### src/rtl/assert_macros.svh
// assertion helpers for the rtl
`ifndef ASSERT_MACROS_SVH
`define ASSERT_MACROS_SVH

`ifndef SYNTHESIS
// property checked on each rising edge while reset is released
`define BTLV_ASSERT(label, clk, rstn, prop, msg) \
    label: assert property (@(posedge clk) disable iff (!(rstn)) (prop)) else $error(msg);
// property checked on each rising edge, reset included
`define BTLV_ASSERT_ALWAYS(label, clk, prop, msg) \
    label: assert property (@(posedge clk) (prop)) else $error(msg);
`else
`define BTLV_ASSERT(label, clk, rstn, prop, msg)
`define BTLV_ASSERT_ALWAYS(label, clk, prop, msg)
`endif

`endif

### src/rtl/btlv_pkg.sv
`timescale 1ns / 1ps

package btlv_pkg;

    localparam int BYTE_W   = 8;
    localparam int AVAIL_W  = 31;
    localparam int VALUE_W  = 33;
    localparam int STATUS_W = 3;

    // result status codes
    typedef enum logic [STATUS_W-1:0] {
        ST_OK         = 3'd0,
        ST_WRONG_TAG  = 3'd1,
        ST_INDEF_LEN  = 3'd2,
        ST_LEN_FIELD  = 3'd3,
        ST_LEN_RANGE  = 3'd4,
        ST_MSG_OVFL   = 3'd5,
        ST_INT_LARGE  = 3'd6
    } status_t;

    // one input beat
    typedef struct packed {
        logic               command;
        logic               start_req;
        logic [BYTE_W-1:0]  data_byte;
        logic [AVAIL_W-1:0] available;
    } btlv_in_t;

    // one result beat
    typedef struct packed {
        status_t                    status;
        logic [BYTE_W-1:0]          tag;
        logic signed [VALUE_W-1:0]  value;
        logic [AVAIL_W-1:0]         remaining;
    } btlv_res_t;

endpackage

### src/rtl/btlv_core.sv
`timescale 1ns / 1ps

module btlv_core (
    input  logic                aclk,
    input  logic                aresetn,
    input  logic                step_en,
    input  btlv_pkg::btlv_in_t  in_item,
    output logic                res_valid,
    output btlv_pkg::btlv_res_t res
);
    import btlv_pkg::*;

    localparam logic [7:0] TAG_INT     = 8'h02;
    localparam logic [7:0] TAG_COUNTER = 8'h41;
    localparam logic [7:0] TAG_GAUGE   = 8'h42;
    localparam logic [7:0] TAG_TICKS   = 8'h43;
    localparam logic [7:0] TAG_UINT64  = 8'h47;
    localparam logic [31:0] LEN_MAX    = 32'h8000_0000;

    typedef enum logic [1:0] {
        PH_IDLE,
        PH_LEN1,
        PH_LENX,
        PH_BODY
    } phase_t;

    phase_t             phase_reg, phase_next;
    logic               um_reg, um_next;
    logic [7:0]         tag_reg, tag_next;
    logic [2:0]         lbl_reg, lbl_next;
    logic [31:0]        lacc_reg, lacc_next;
    logic [2:0]         hc_reg, hc_next;
    logic [2:0]         cl_reg, cl_next;
    logic               fc_reg, fc_next;
    logic [31:0]        vacc_reg, vacc_next;
    logic [AVAIL_W-1:0] avail_reg, avail_next;

    logic [7:0]         b;
    logic               tag_good;
    logic [31:0]        lacc_shift;
    logic [31:0]        hd_len;
    logic [2:0]         hd_hc;
    logic [32:0]        hd_sum;
    logic               hd_ovfl;
    logic               hd_big;
    logic [AVAIL_W-1:0] hd_rem;
    logic [AVAIL_W-1:0] body_rem;
    logic               do_hd;
    logic               take;
    logic [31:0]        vacc_base;

    assign b = in_item.data_byte;

    // allowed tag set depends on signed or unsigned parsing
    assign tag_good = (b == TAG_INT) || (b == TAG_TICKS) || (b == TAG_COUNTER) ||
                      (in_item.command && ((b == TAG_GAUGE) || (b == TAG_UINT64)));

    // header check operands: short form in LEN1, last long-form byte in LENX
    assign lacc_shift = {lacc_reg[23:0], b};
    assign hd_len  = (phase_reg == PH_LEN1) ? {24'd0, b} : lacc_shift;
    assign hd_hc   = (phase_reg == PH_LEN1) ? 3'd2 : 3'(hc_reg + 3'd1);
    assign hd_sum  = {1'b0, hd_len} + {30'd0, hd_hc};
    assign hd_ovfl = hd_sum > {2'b00, avail_reg};
    assign hd_big  = hd_len > (um_reg ? 32'd5 : 32'd4);
    assign hd_rem  = avail_reg - {{(AVAIL_W-3){1'b0}}, hd_hc};
    // content length is at most 5 when the body ends
    assign body_rem = avail_reg - {{(AVAIL_W-3){1'b0}}, hc_reg}
                                - {{(AVAIL_W-3){1'b0}}, lacc_reg[2:0]};

    // next state and result for one byte
    always_comb begin
        phase_next = phase_reg;
        um_next    = um_reg;
        tag_next   = tag_reg;
        lbl_next   = lbl_reg;
        lacc_next  = lacc_reg;
        hc_next    = hc_reg;
        cl_next    = cl_reg;
        fc_next    = fc_reg;
        vacc_next  = vacc_reg;
        avail_next = avail_reg;
        res_valid  = 1'b0;
        res.status    = ST_OK;
        res.tag       = tag_reg;
        res.value     = '0;
        res.remaining = '0;
        do_hd      = 1'b0;
        take       = 1'b1;
        vacc_base  = vacc_reg;

        if (step_en) begin
            if (in_item.start_req) begin
                um_next    = in_item.command;
                tag_next   = b;
                avail_next = in_item.available;
                hc_next    = 3'd1;
                lacc_next  = '0;
                lbl_next   = '0;
                cl_next    = '0;
                fc_next    = 1'b0;
                vacc_next  = '0;
                res.tag    = b;
                if (!tag_good) begin
                    res_valid  = 1'b1;
                    res.status = ST_WRONG_TAG;
                    phase_next = PH_IDLE;
                end else begin
                    phase_next = PH_LEN1;
                end
            end else begin
                unique case (phase_reg)
                    PH_LEN1: begin
                        hc_next = 3'd2;
                        if (b[7]) begin
                            if (b[6:0] == 7'd0) begin
                                res_valid  = 1'b1;
                                res.status = ST_INDEF_LEN;
                                phase_next = PH_IDLE;
                            end else if (b[6:0] > 7'd4) begin
                                res_valid  = 1'b1;
                                res.status = ST_LEN_FIELD;
                                phase_next = PH_IDLE;
                            end else begin
                                lbl_next   = b[2:0];
                                lacc_next  = '0;
                                phase_next = PH_LENX;
                            end
                        end else begin
                            lacc_next = {24'd0, b};
                            do_hd     = 1'b1;
                        end
                    end
                    PH_LENX: begin
                        lacc_next = lacc_shift;
                        hc_next   = 3'(hc_reg + 3'd1);
                        lbl_next  = 3'(lbl_reg - 3'd1);
                        if (lbl_next == 3'd0) begin
                            if (lacc_shift > LEN_MAX) begin
                                res_valid  = 1'b1;
                                res.status = ST_LEN_RANGE;
                                phase_next = PH_IDLE;
                            end else begin
                                do_hd = 1'b1;
                            end
                        end
                    end
                    PH_BODY: begin
                        if (fc_reg) begin
                            fc_next = 1'b0;
                            if (um_reg) begin
                                if (b == 8'h00) begin
                                    take = 1'b0;
                                end else if (cl_reg == 3'd5) begin
                                    res_valid  = 1'b1;
                                    res.status = ST_INT_LARGE;
                                    phase_next = PH_IDLE;
                                end
                            end else if (b[7]) begin
                                vacc_base = 32'hFFFF_FFFF;
                            end
                        end
                        if (!res_valid) begin
                            vacc_next = take ? {vacc_base[23:0], b} : vacc_base;
                            cl_next   = 3'(cl_reg - 3'd1);
                            if (cl_next == 3'd0) begin
                                res_valid     = 1'b1;
                                res.status    = ST_OK;
                                res.value     = {(!um_reg && vacc_next[31]), vacc_next};
                                res.remaining = body_rem;
                                phase_next    = PH_IDLE;
                            end
                        end
                    end
                    default: begin
                    end
                endcase

                // header complete: check fit and size of the content
                if (do_hd) begin
                    if (hd_ovfl) begin
                        res_valid  = 1'b1;
                        res.status = ST_MSG_OVFL;
                        phase_next = PH_IDLE;
                    end else if (hd_big) begin
                        res_valid  = 1'b1;
                        res.status = ST_INT_LARGE;
                        phase_next = PH_IDLE;
                    end else if (hd_len == 32'd0) begin
                        res_valid     = 1'b1;
                        res.status    = ST_OK;
                        res.remaining = hd_rem;
                        phase_next    = PH_IDLE;
                    end else begin
                        cl_next    = hd_len[2:0];
                        fc_next    = 1'b1;
                        vacc_next  = '0;
                        phase_next = PH_BODY;
                    end
                end
            end
        end
    end

    // parser state
    always_ff @(posedge aclk) begin
        if (!aresetn) begin
            phase_reg <= PH_IDLE;
            um_reg    <= 1'b0;
            tag_reg   <= '0;
            lbl_reg   <= '0;
            lacc_reg  <= '0;
            hc_reg    <= '0;
            cl_reg    <= '0;
            fc_reg    <= 1'b0;
            vacc_reg  <= '0;
            avail_reg <= '0;
        end else begin
            phase_reg <= phase_next;
            um_reg    <= um_next;
            tag_reg   <= tag_next;
            lbl_reg   <= lbl_next;
            lacc_reg  <= lacc_next;
            hc_reg    <= hc_next;
            cl_reg    <= cl_next;
            fc_reg    <= fc_next;
            vacc_reg  <= vacc_next;
            avail_reg <= avail_next;
        end
    end

endmodule

### src/rtl/ber_integer_tlv_stream_parser_unit.sv
`timescale 1ns / 1ps
// BER integer element parser, one encoded byte per input beat.
// Input channel s_axis: each beat carries one message byte plus the bytes still
// available; tuser bit 1 flags the tag byte of a new element and bit 0 picks
// unsigned (1) or signed (0) parsing, both sampled on that tag byte.
// Result channel m_axis: one beat per finished element with status in tuser,
// and tag, 33-bit value and remaining byte count in tdata. A failed check ends
// the element at once; later bytes are dropped until the next tag byte. A new
// tag byte in the middle of an element drops that element without a result.
// The byte that ends an element is first captured in the input register; the
// parser then updates from it and writes the result beat into the result
// register, from which it is presented on m_axis.
// One byte per cycle while the result channel is not stalled.
// When m_axis_tready is low the result register holds and s_axis_tready drops
// once the input register is full too, so no beat is lost.
// Reset (aresetn low, synchronous) empties both registers and sets the parser
// to wait for a tag byte.
`include "assert_macros.svh"

module ber_integer_tlv_stream_parser_unit (
    input  logic        aclk,
    input  logic        aresetn,
    input  logic        s_axis_tvalid,
    output logic        s_axis_tready,
    input  logic [39:0] s_axis_tdata,   // data_byte[7:0], available[38:8], zero[39]
    input  logic [1:0]  s_axis_tuser,   // command[0], start_req[1]
    output logic        m_axis_tvalid,
    input  logic        m_axis_tready,
    output logic [71:0] m_axis_tdata,   // tag[7:0], value[40:8], remaining[71:41]
    output logic [2:0]  m_axis_tuser    // status[2:0]
);
    import btlv_pkg::*;

    logic      in_valid_reg;
    btlv_in_t  in_item_reg;
    logic      out_valid_reg;
    btlv_res_t out_res_reg;
    logic      advance;
    logic      s_fire;
    logic      core_res_valid;
    btlv_res_t core_res;

    assign advance       = in_valid_reg && (!out_valid_reg || m_axis_tready);
    assign s_axis_tready = !in_valid_reg || advance;
    assign s_fire        = s_axis_tvalid && s_axis_tready;

    // input register
    always_ff @(posedge aclk) begin
        if (!aresetn) begin
            in_valid_reg <= 1'b0;
        end else if (s_fire) begin
            in_valid_reg <= 1'b1;
        end else if (advance) begin
            in_valid_reg <= 1'b0;
        end
    end

    always_ff @(posedge aclk) begin
        if (s_fire) begin
            in_item_reg.command   <= s_axis_tuser[0];
            in_item_reg.start_req <= s_axis_tuser[1];
            in_item_reg.data_byte <= s_axis_tdata[7:0];
            in_item_reg.available <= s_axis_tdata[38:8];
        end
    end

    btlv_core u_core (
        .aclk      (aclk),
        .aresetn   (aresetn),
        .step_en   (advance),
        .in_item   (in_item_reg),
        .res_valid (core_res_valid),
        .res       (core_res)
    );

    // result register
    always_ff @(posedge aclk) begin
        if (!aresetn) begin
            out_valid_reg <= 1'b0;
        end else if (core_res_valid) begin
            out_valid_reg <= 1'b1;
        end else if (m_axis_tready) begin
            out_valid_reg <= 1'b0;
        end
    end

    always_ff @(posedge aclk) begin
        if (core_res_valid) begin
            out_res_reg <= core_res;
        end
    end

    assign m_axis_tvalid = out_valid_reg;
    assign m_axis_tuser  = out_res_reg.status;
    assign m_axis_tdata  = {out_res_reg.remaining, out_res_reg.value, out_res_reg.tag};

    // checks
    `BTLV_ASSERT(a_res_only_on_step, aclk, aresetn,
        !advance |-> !core_res_valid, "result without a byte step")
    `BTLV_ASSERT(a_res_slot_free, aclk, aresetn,
        core_res_valid |-> (!out_valid_reg || m_axis_tready), "result register overwritten")
    `BTLV_ASSERT(a_err_fields_zero, aclk, aresetn,
        (m_axis_tvalid && (m_axis_tuser != ST_OK)) |-> (m_axis_tdata[71:8] == 64'd0),
        "error beat with nonzero value or remaining")
    `BTLV_ASSERT(a_out_from_core, aclk, aresetn,
        $rose(out_valid_reg) |-> $past(core_res_valid), "result beat not from parser")

endmodule

### config.mk
export PLATFORM = sky130hd
export DESIGN_NAME = ber_integer_tlv_stream_parser_unit
export DESIGN_NICKNAME = d
export VERILOG_FILES = /design/src/rtl/btlv_pkg.sv /design/src/rtl/btlv_core.sv /design/src/rtl/ber_integer_tlv_stream_parser_unit.sv
export VERILOG_INCLUDE_DIRS = /design/src /design/src/rtl
export SDC_FILE = /design/constraint.sdc
export NUM_CORES = 1
export LEC_CHECK = 0
export ABC_AREA = 1
export BUFFER_PORTS_ARGS = -buffer_cell sky130_fd_sc_hd__buf_2
export CAP_MARGIN = 20
export CORE_AREA = 2 2 222 180
export CTS_BUF_LIST = sky130_fd_sc_hd__clkbuf_2 sky130_fd_sc_hd__clkbuf_4 sky130_fd_sc_hd__clkbuf_8
export DETAILED_ROUTE_END_ITERATION = 10
export DIE_AREA = 0 0 224 182
export GPL_TIMING_DRIVEN = 1
export PLACE_DENSITY_LB_ADDON = 0.08
export SLEW_MARGIN = 20
export SYNTH_ARGS = -nofsm -noshare
export SYNTH_HDL_FRONTEND = slang
export SYNTH_SLANG_ARGS = --single-unit
### constraint.sdc
create_clock -name aclk -period 15.4 [get_ports aclk]
set_input_delay 2.31 -clock aclk [delete_from_list [all_inputs] [get_ports aclk]]
set_output_delay 2.31 -clock aclk [all_outputs]
set_load 0.005 [all_outputs]
==> impl.org <==
** Placement
- DP HPWL :: 29.7 mm
- The number of placed instances, taps included, is 2195.
- Dpl cell area :: 14300 sq um
- Placer's final routability congestion estimate :: 0.884
- Port buffering added 121 buffers.

** Timing
- Final hold slack :: 0.465 ns
- Ratio of final minimum period to clock period :: 46.3%
- The smallest clock period supported by the final layout is computed as 7.13 ns.
- Summed negative setup slack over all endpoints :: 0 ns
- The worst pin sits at a relative slew slack of 33.4%.
- Slew at the pin closest to its max-slew limit :: 0.999 ns
- Setup violations remaining at the end of the flow were counted as 0.
- Unrepaired setup endpoints after global routing :: no
- Count of endpoints failing hold in the final timing report :: 0
- Maximum clock skew at final layout :: 0.0373 ns
- FMAX :: 0.140 GHz
- Final max-slew violation count :: 0

** Drt
- For this block, the via count after detailed routing is 11300.
- Average wire length per cell after detail routing :: 18.0 microns
- Met2 layer wire length in the routed design :: 16.4 mm
- The detailed router finished its first iteration with 789 violations.
- WL final :: 40.9 mm
- Remaining number of nets flagged by the antenna check after routing :: 0
- For this block, wires on met1 add up to 21.6 mm.
- Average via count per standard cell :: 4.99
- The first detailed-routing pass ran for 5 iterations.
- DRC violation count after routing :: 0
- The detailed router used layers up to and including met4.
- Detailed route wirelength on metal3 :: 2.36 mm

** Yosys
- Count of flip-flops with a built-in enable after synthesis :: 116
- Summing every instance area after synthesis gives 13300 sq um.
- A synthesized cell averages 8.14 sq um.
- Sorting the synthesized cells by area gives the leading types as sky130_fd_sc_hd__edfxtp_1, sky130_fd_sc_hd__dfxtp_1, sky130_fd_sc_hd__a21oi_1, sky130_fd_sc_hd__nand2_1, sky130_fd_sc_hd__nor2_1.
- Area share of the largest cell type after synthesis :: 26.2%
- Main flop type after synthesis :: sky130_fd_sc_hd__edfxtp_1
- Synthesis instantiated 56 different standard cells from the library.
- Yosys warns :: 0
- Flip-flop and latch count after synthesis :: 226
- Proportion of register bits with asynchronous set or reset after synthesis :: 0%
- The number of nets in the synthesized netlist is 1740.
- Synthesis produced 1635 cells.
- The largest total area in the synthesized netlist belongs to sky130_fd_sc_hd__edfxtp_1.
- Sequential fraction of the synthesis area :: 42.7%

** Floorplanning
- Number of cell rows :: 65
- The die is 224 microns wide.
- Core ar. :: 38800 sq um
- The die covers 40800 sq um.
- Chip Height :: 182 microns
- Initial core utilization :: 34.3%
- In this run the count of I/O pins placed on the die edge is 123.

** Layout
- Antenna diode count :: 0
- Final Non-Filler Cells :: 2271
- The post-route netlist has 16.8% of its cells at a drive strength greater than 1.
- NumNets Final :: 1841
- The register with the most flip-flops in the layout has 72 of them.
- The area growth from synthesis to layout is 13.6%.
- Summed area of non-filler cells in the final layout :: 15100 sq um

** Pwr
- In this run the power density over the cells is 100 nW/um^2.
- Max VDD drop :: 57.5 uV
- In this run the static leakage power is 0.00608 uW.

** CTS
- TritonCTS Sinks :: 226
- At the later pin of the worst-skew pair, clock insertion delay measures 0.58 ns.
- In this run the clock root is driven by a sky130_fd_sc_hd__clkbuf_8.
- In this run, post-CTS hold repair placed 0 buffers.
- TritonCTS built the clock tree.
- TritonCTS buffer count :: 41
- Clock-pin slew was measured on the worst setup and hold paths at 0.06 ns.
- H-tree Lvls :: 2
- The number of gates resized after CTS was 0.
- Maximum root-to-sink buffer count :: 3
- Post-CTS setup buffers :: 0

** Worst setup path
- Worst reg2reg path depth :: 27
- Data on the critical path arrives at its endpoint at 7.38 ns.
- The worst setup path is captured at a flip-flop.
- WS Path Type :: reg -> reg
- In this run the register-to-register setup slack is 8.27 ns.
- For the worst setup path, the data required time is 15.65 ns.
- Reg-to-reg startpoint :: u_core.phase_reg[1]
- Maximum fanout along the worst path :: 38
- Reg-to-reg critical path endpoint :: m_axis_tdata[41]
- The worst setup path is launched from a flip-flop.

** Min path
- Worst Hold Path EP :: u_core.lbl_reg[2]
- Counting instances, the worst hold path has a depth of 2.
- Type of the worst min-delay path :: reg -> reg
- In this run the most critical hold path is launched from u_core.lbl_reg[2].

** GRT
- First-pass GRT wire length :: 63.2 mm
- The number of antenna violations at the first check in global routing came to 0.
- Maximum number of pins on one net before global-route repair :: 90
- Via count of the first global-routing pass :: 10600
- Overflow left after global routing :: 0
- Global routing consumed, over all layers together, 20.1% of the routing resources.

** Job
- Max-cap violations in this run came to 0.

** Status
- The run finished with clean final reports.
==> final cells by class <==
| type | instances | area [sq um] |
|---|---|---|
| clock buffers | 60 | 732 |
| clock inverters | 16 | 129 |
| fillers | 4124 | 23700 |
| inverters | 214 | 807 |
| multi-input cells | 1119 | 6440 |
| flip-flops and latches | 226 | 5690 |
| well taps | 502 | 628 |
| repair buffers | 134 | 703 |
==> worst max path at each step <==
stage | start | to | slack [ns] | cells past startpoint
floorplan | u_core.phase_reg[1] | m_axis_tdata[0] | 9.09 | 33
global placement | u_core.phase_reg[1] | m_axis_tdata[55] | 8.29 | 27
detailed placement | u_core.phase_reg[1] | m_axis_tdata[62] | 8.22 | 27
CTS | u_core.phase_reg[1] | m_axis_tdata[41] | 8.21 | 27
global route | u_core.phase_reg[1] | m_axis_tdata[46] | 7.45 | 27
finish | u_core.phase_reg[1] | m_axis_tdata[41] | 8.27 | 27
==> Yosys cell counts (all sizes together), types with 2 or more instances <==
cell type,number
nor4,4
xor2,66
nor3,28
o22ai,2
dfxtp,110
o21ai,119
o31ai,8
nand4,18
fa,5
a211oi,34
nor2,230
or2,3
o21a,6
ha,54
edfxtp,116
a21oi,195
buf,27
clkbuf,49
nand3,63
xnor2,11
inv,213
and3,2
o211ai,33
nand2,227
==> logic make-up (layout without fill, tap and decap cells) <==
family / Yosys count / after routing / synth area share, %
DFF: 226 / 226 / 42.7
adders and majority gates: 59 / 59 / 5.83
buffers and inverters: 290 / 424 / 8.94
AOI/OAI and AO/OA: 405 / 405 / 18.0
and+or+nand+nor: 578 / 578 / 19.4
xor gates and xnor gates: 77 / 77 / 5.12
==> cell usage in the layout (no fill, tap or decap), types with 13 or more instances in the layout <==
cell | netlist | routed
sky130_fd_sc_hd__a21oi_1 | 194 | 194
sky130_fd_sc_hd__dfxtp_1 | 110 | 110
sky130_fd_sc_hd__inv_1 | 195 | 193
sky130_fd_sc_hd__nor2_1 | 215 | 215
sky130_fd_sc_hd__edfxtp_1 | 116 | 116
sky130_fd_sc_hd__inv_2 | 17 | 17
sky130_fd_sc_hd__ha_1 | 54 | 54
sky130_fd_sc_hd__o21ai_1 | 18 | 18
sky130_fd_sc_hd__buf_4 | 1 | 13
sky130_fd_sc_hd__clkbuf_4 | 0 | 15
sky130_fd_sc_hd__xor2_1 | 66 | 66
sky130_fd_sc_hd__clkbuf_8 | 0 | 45
sky130_fd_sc_hd__buf_2 | 10 | 121
sky130_fd_sc_hd__nand3_1 | 57 | 57
sky130_fd_sc_hd__nand2_1 | 219 | 218
sky130_fd_sc_hd__a211oi_1 | 34 | 34
sky130_fd_sc_hd__o21ai_0 | 101 | 101
sky130_fd_sc_hd__nor3_1 | 23 | 23
sky130_fd_sc_hd__o211ai_2 | 27 | 27
sky130_fd_sc_hd__nand4_1 | 15 | 15
==> where the power goes <==
part,switching (uW),internal (uW),total [uW]
Clock,263,340,603
Sequential,20.0,655,675
Combinational,159,76.4,235
==> stage by stage <==
step | utilization [%] | setup slack (ns) | total power [uW]
6_report | 39.0 | 8.27 | 1510
5_1_grt | 39.0 | 7.45 | 1590
2_1_floorplan | - | 9.09 | 850
3_5_place_dp | 36.8 | 8.22 | 923
4_1_cts | 39.0 | 8.21 | 1530
3_3_place_gp | 36.8 | 8.29 | 924
==> critical path: stages (launching register included) <==
cell and delay (ns):
sky130_fd_sc_hd__dfxtp_1 0.36, sky130_fd_sc_hd__inv_1 0.09, sky130_fd_sc_hd__ha_1 0.81, sky130_fd_sc_hd__nor2_1 0.37
sky130_fd_sc_hd__fa_1 0.53, sky130_fd_sc_hd__o21ai_1 0.16, sky130_fd_sc_hd__nand2_1 0.11, sky130_fd_sc_hd__nor3_2 0.21
sky130_fd_sc_hd__nand3_2 0.18, sky130_fd_sc_hd__nor3_1 0.35, sky130_fd_sc_hd__nand3_1 0.19, sky130_fd_sc_hd__nor2_1 0.19
sky130_fd_sc_hd__nand2_1 0.08, sky130_fd_sc_hd__xor2_1 0.14, sky130_fd_sc_hd__inv_1 0.06, sky130_fd_sc_hd__ha_1 0.29
sky130_fd_sc_hd__nand2_1 0.07, sky130_fd_sc_hd__nor2_1 0.28, sky130_fd_sc_hd__nand2_1 0.09, sky130_fd_sc_hd__nor4b_1 0.26
sky130_fd_sc_hd__nand3_1 0.11, sky130_fd_sc_hd__nand2_1 0.26, sky130_fd_sc_hd__nand2_4 0.10, sky130_fd_sc_hd__nand2_1 0.14
sky130_fd_sc_hd__nand4_1 0.11, sky130_fd_sc_hd__nand2_1 0.14, sky130_fd_sc_hd__clkinv_2 0.54, sky130_fd_sc_hd__buf_4 0.55
==> layer usage <==
layer  track usage [%]  up-vias
met2              27.7      264
met3              3.28       48
met5                 0        -
li1                  -     5689
met1              32.1     5335
met4              4.16        0
Power figures use the tool's default switching activity.
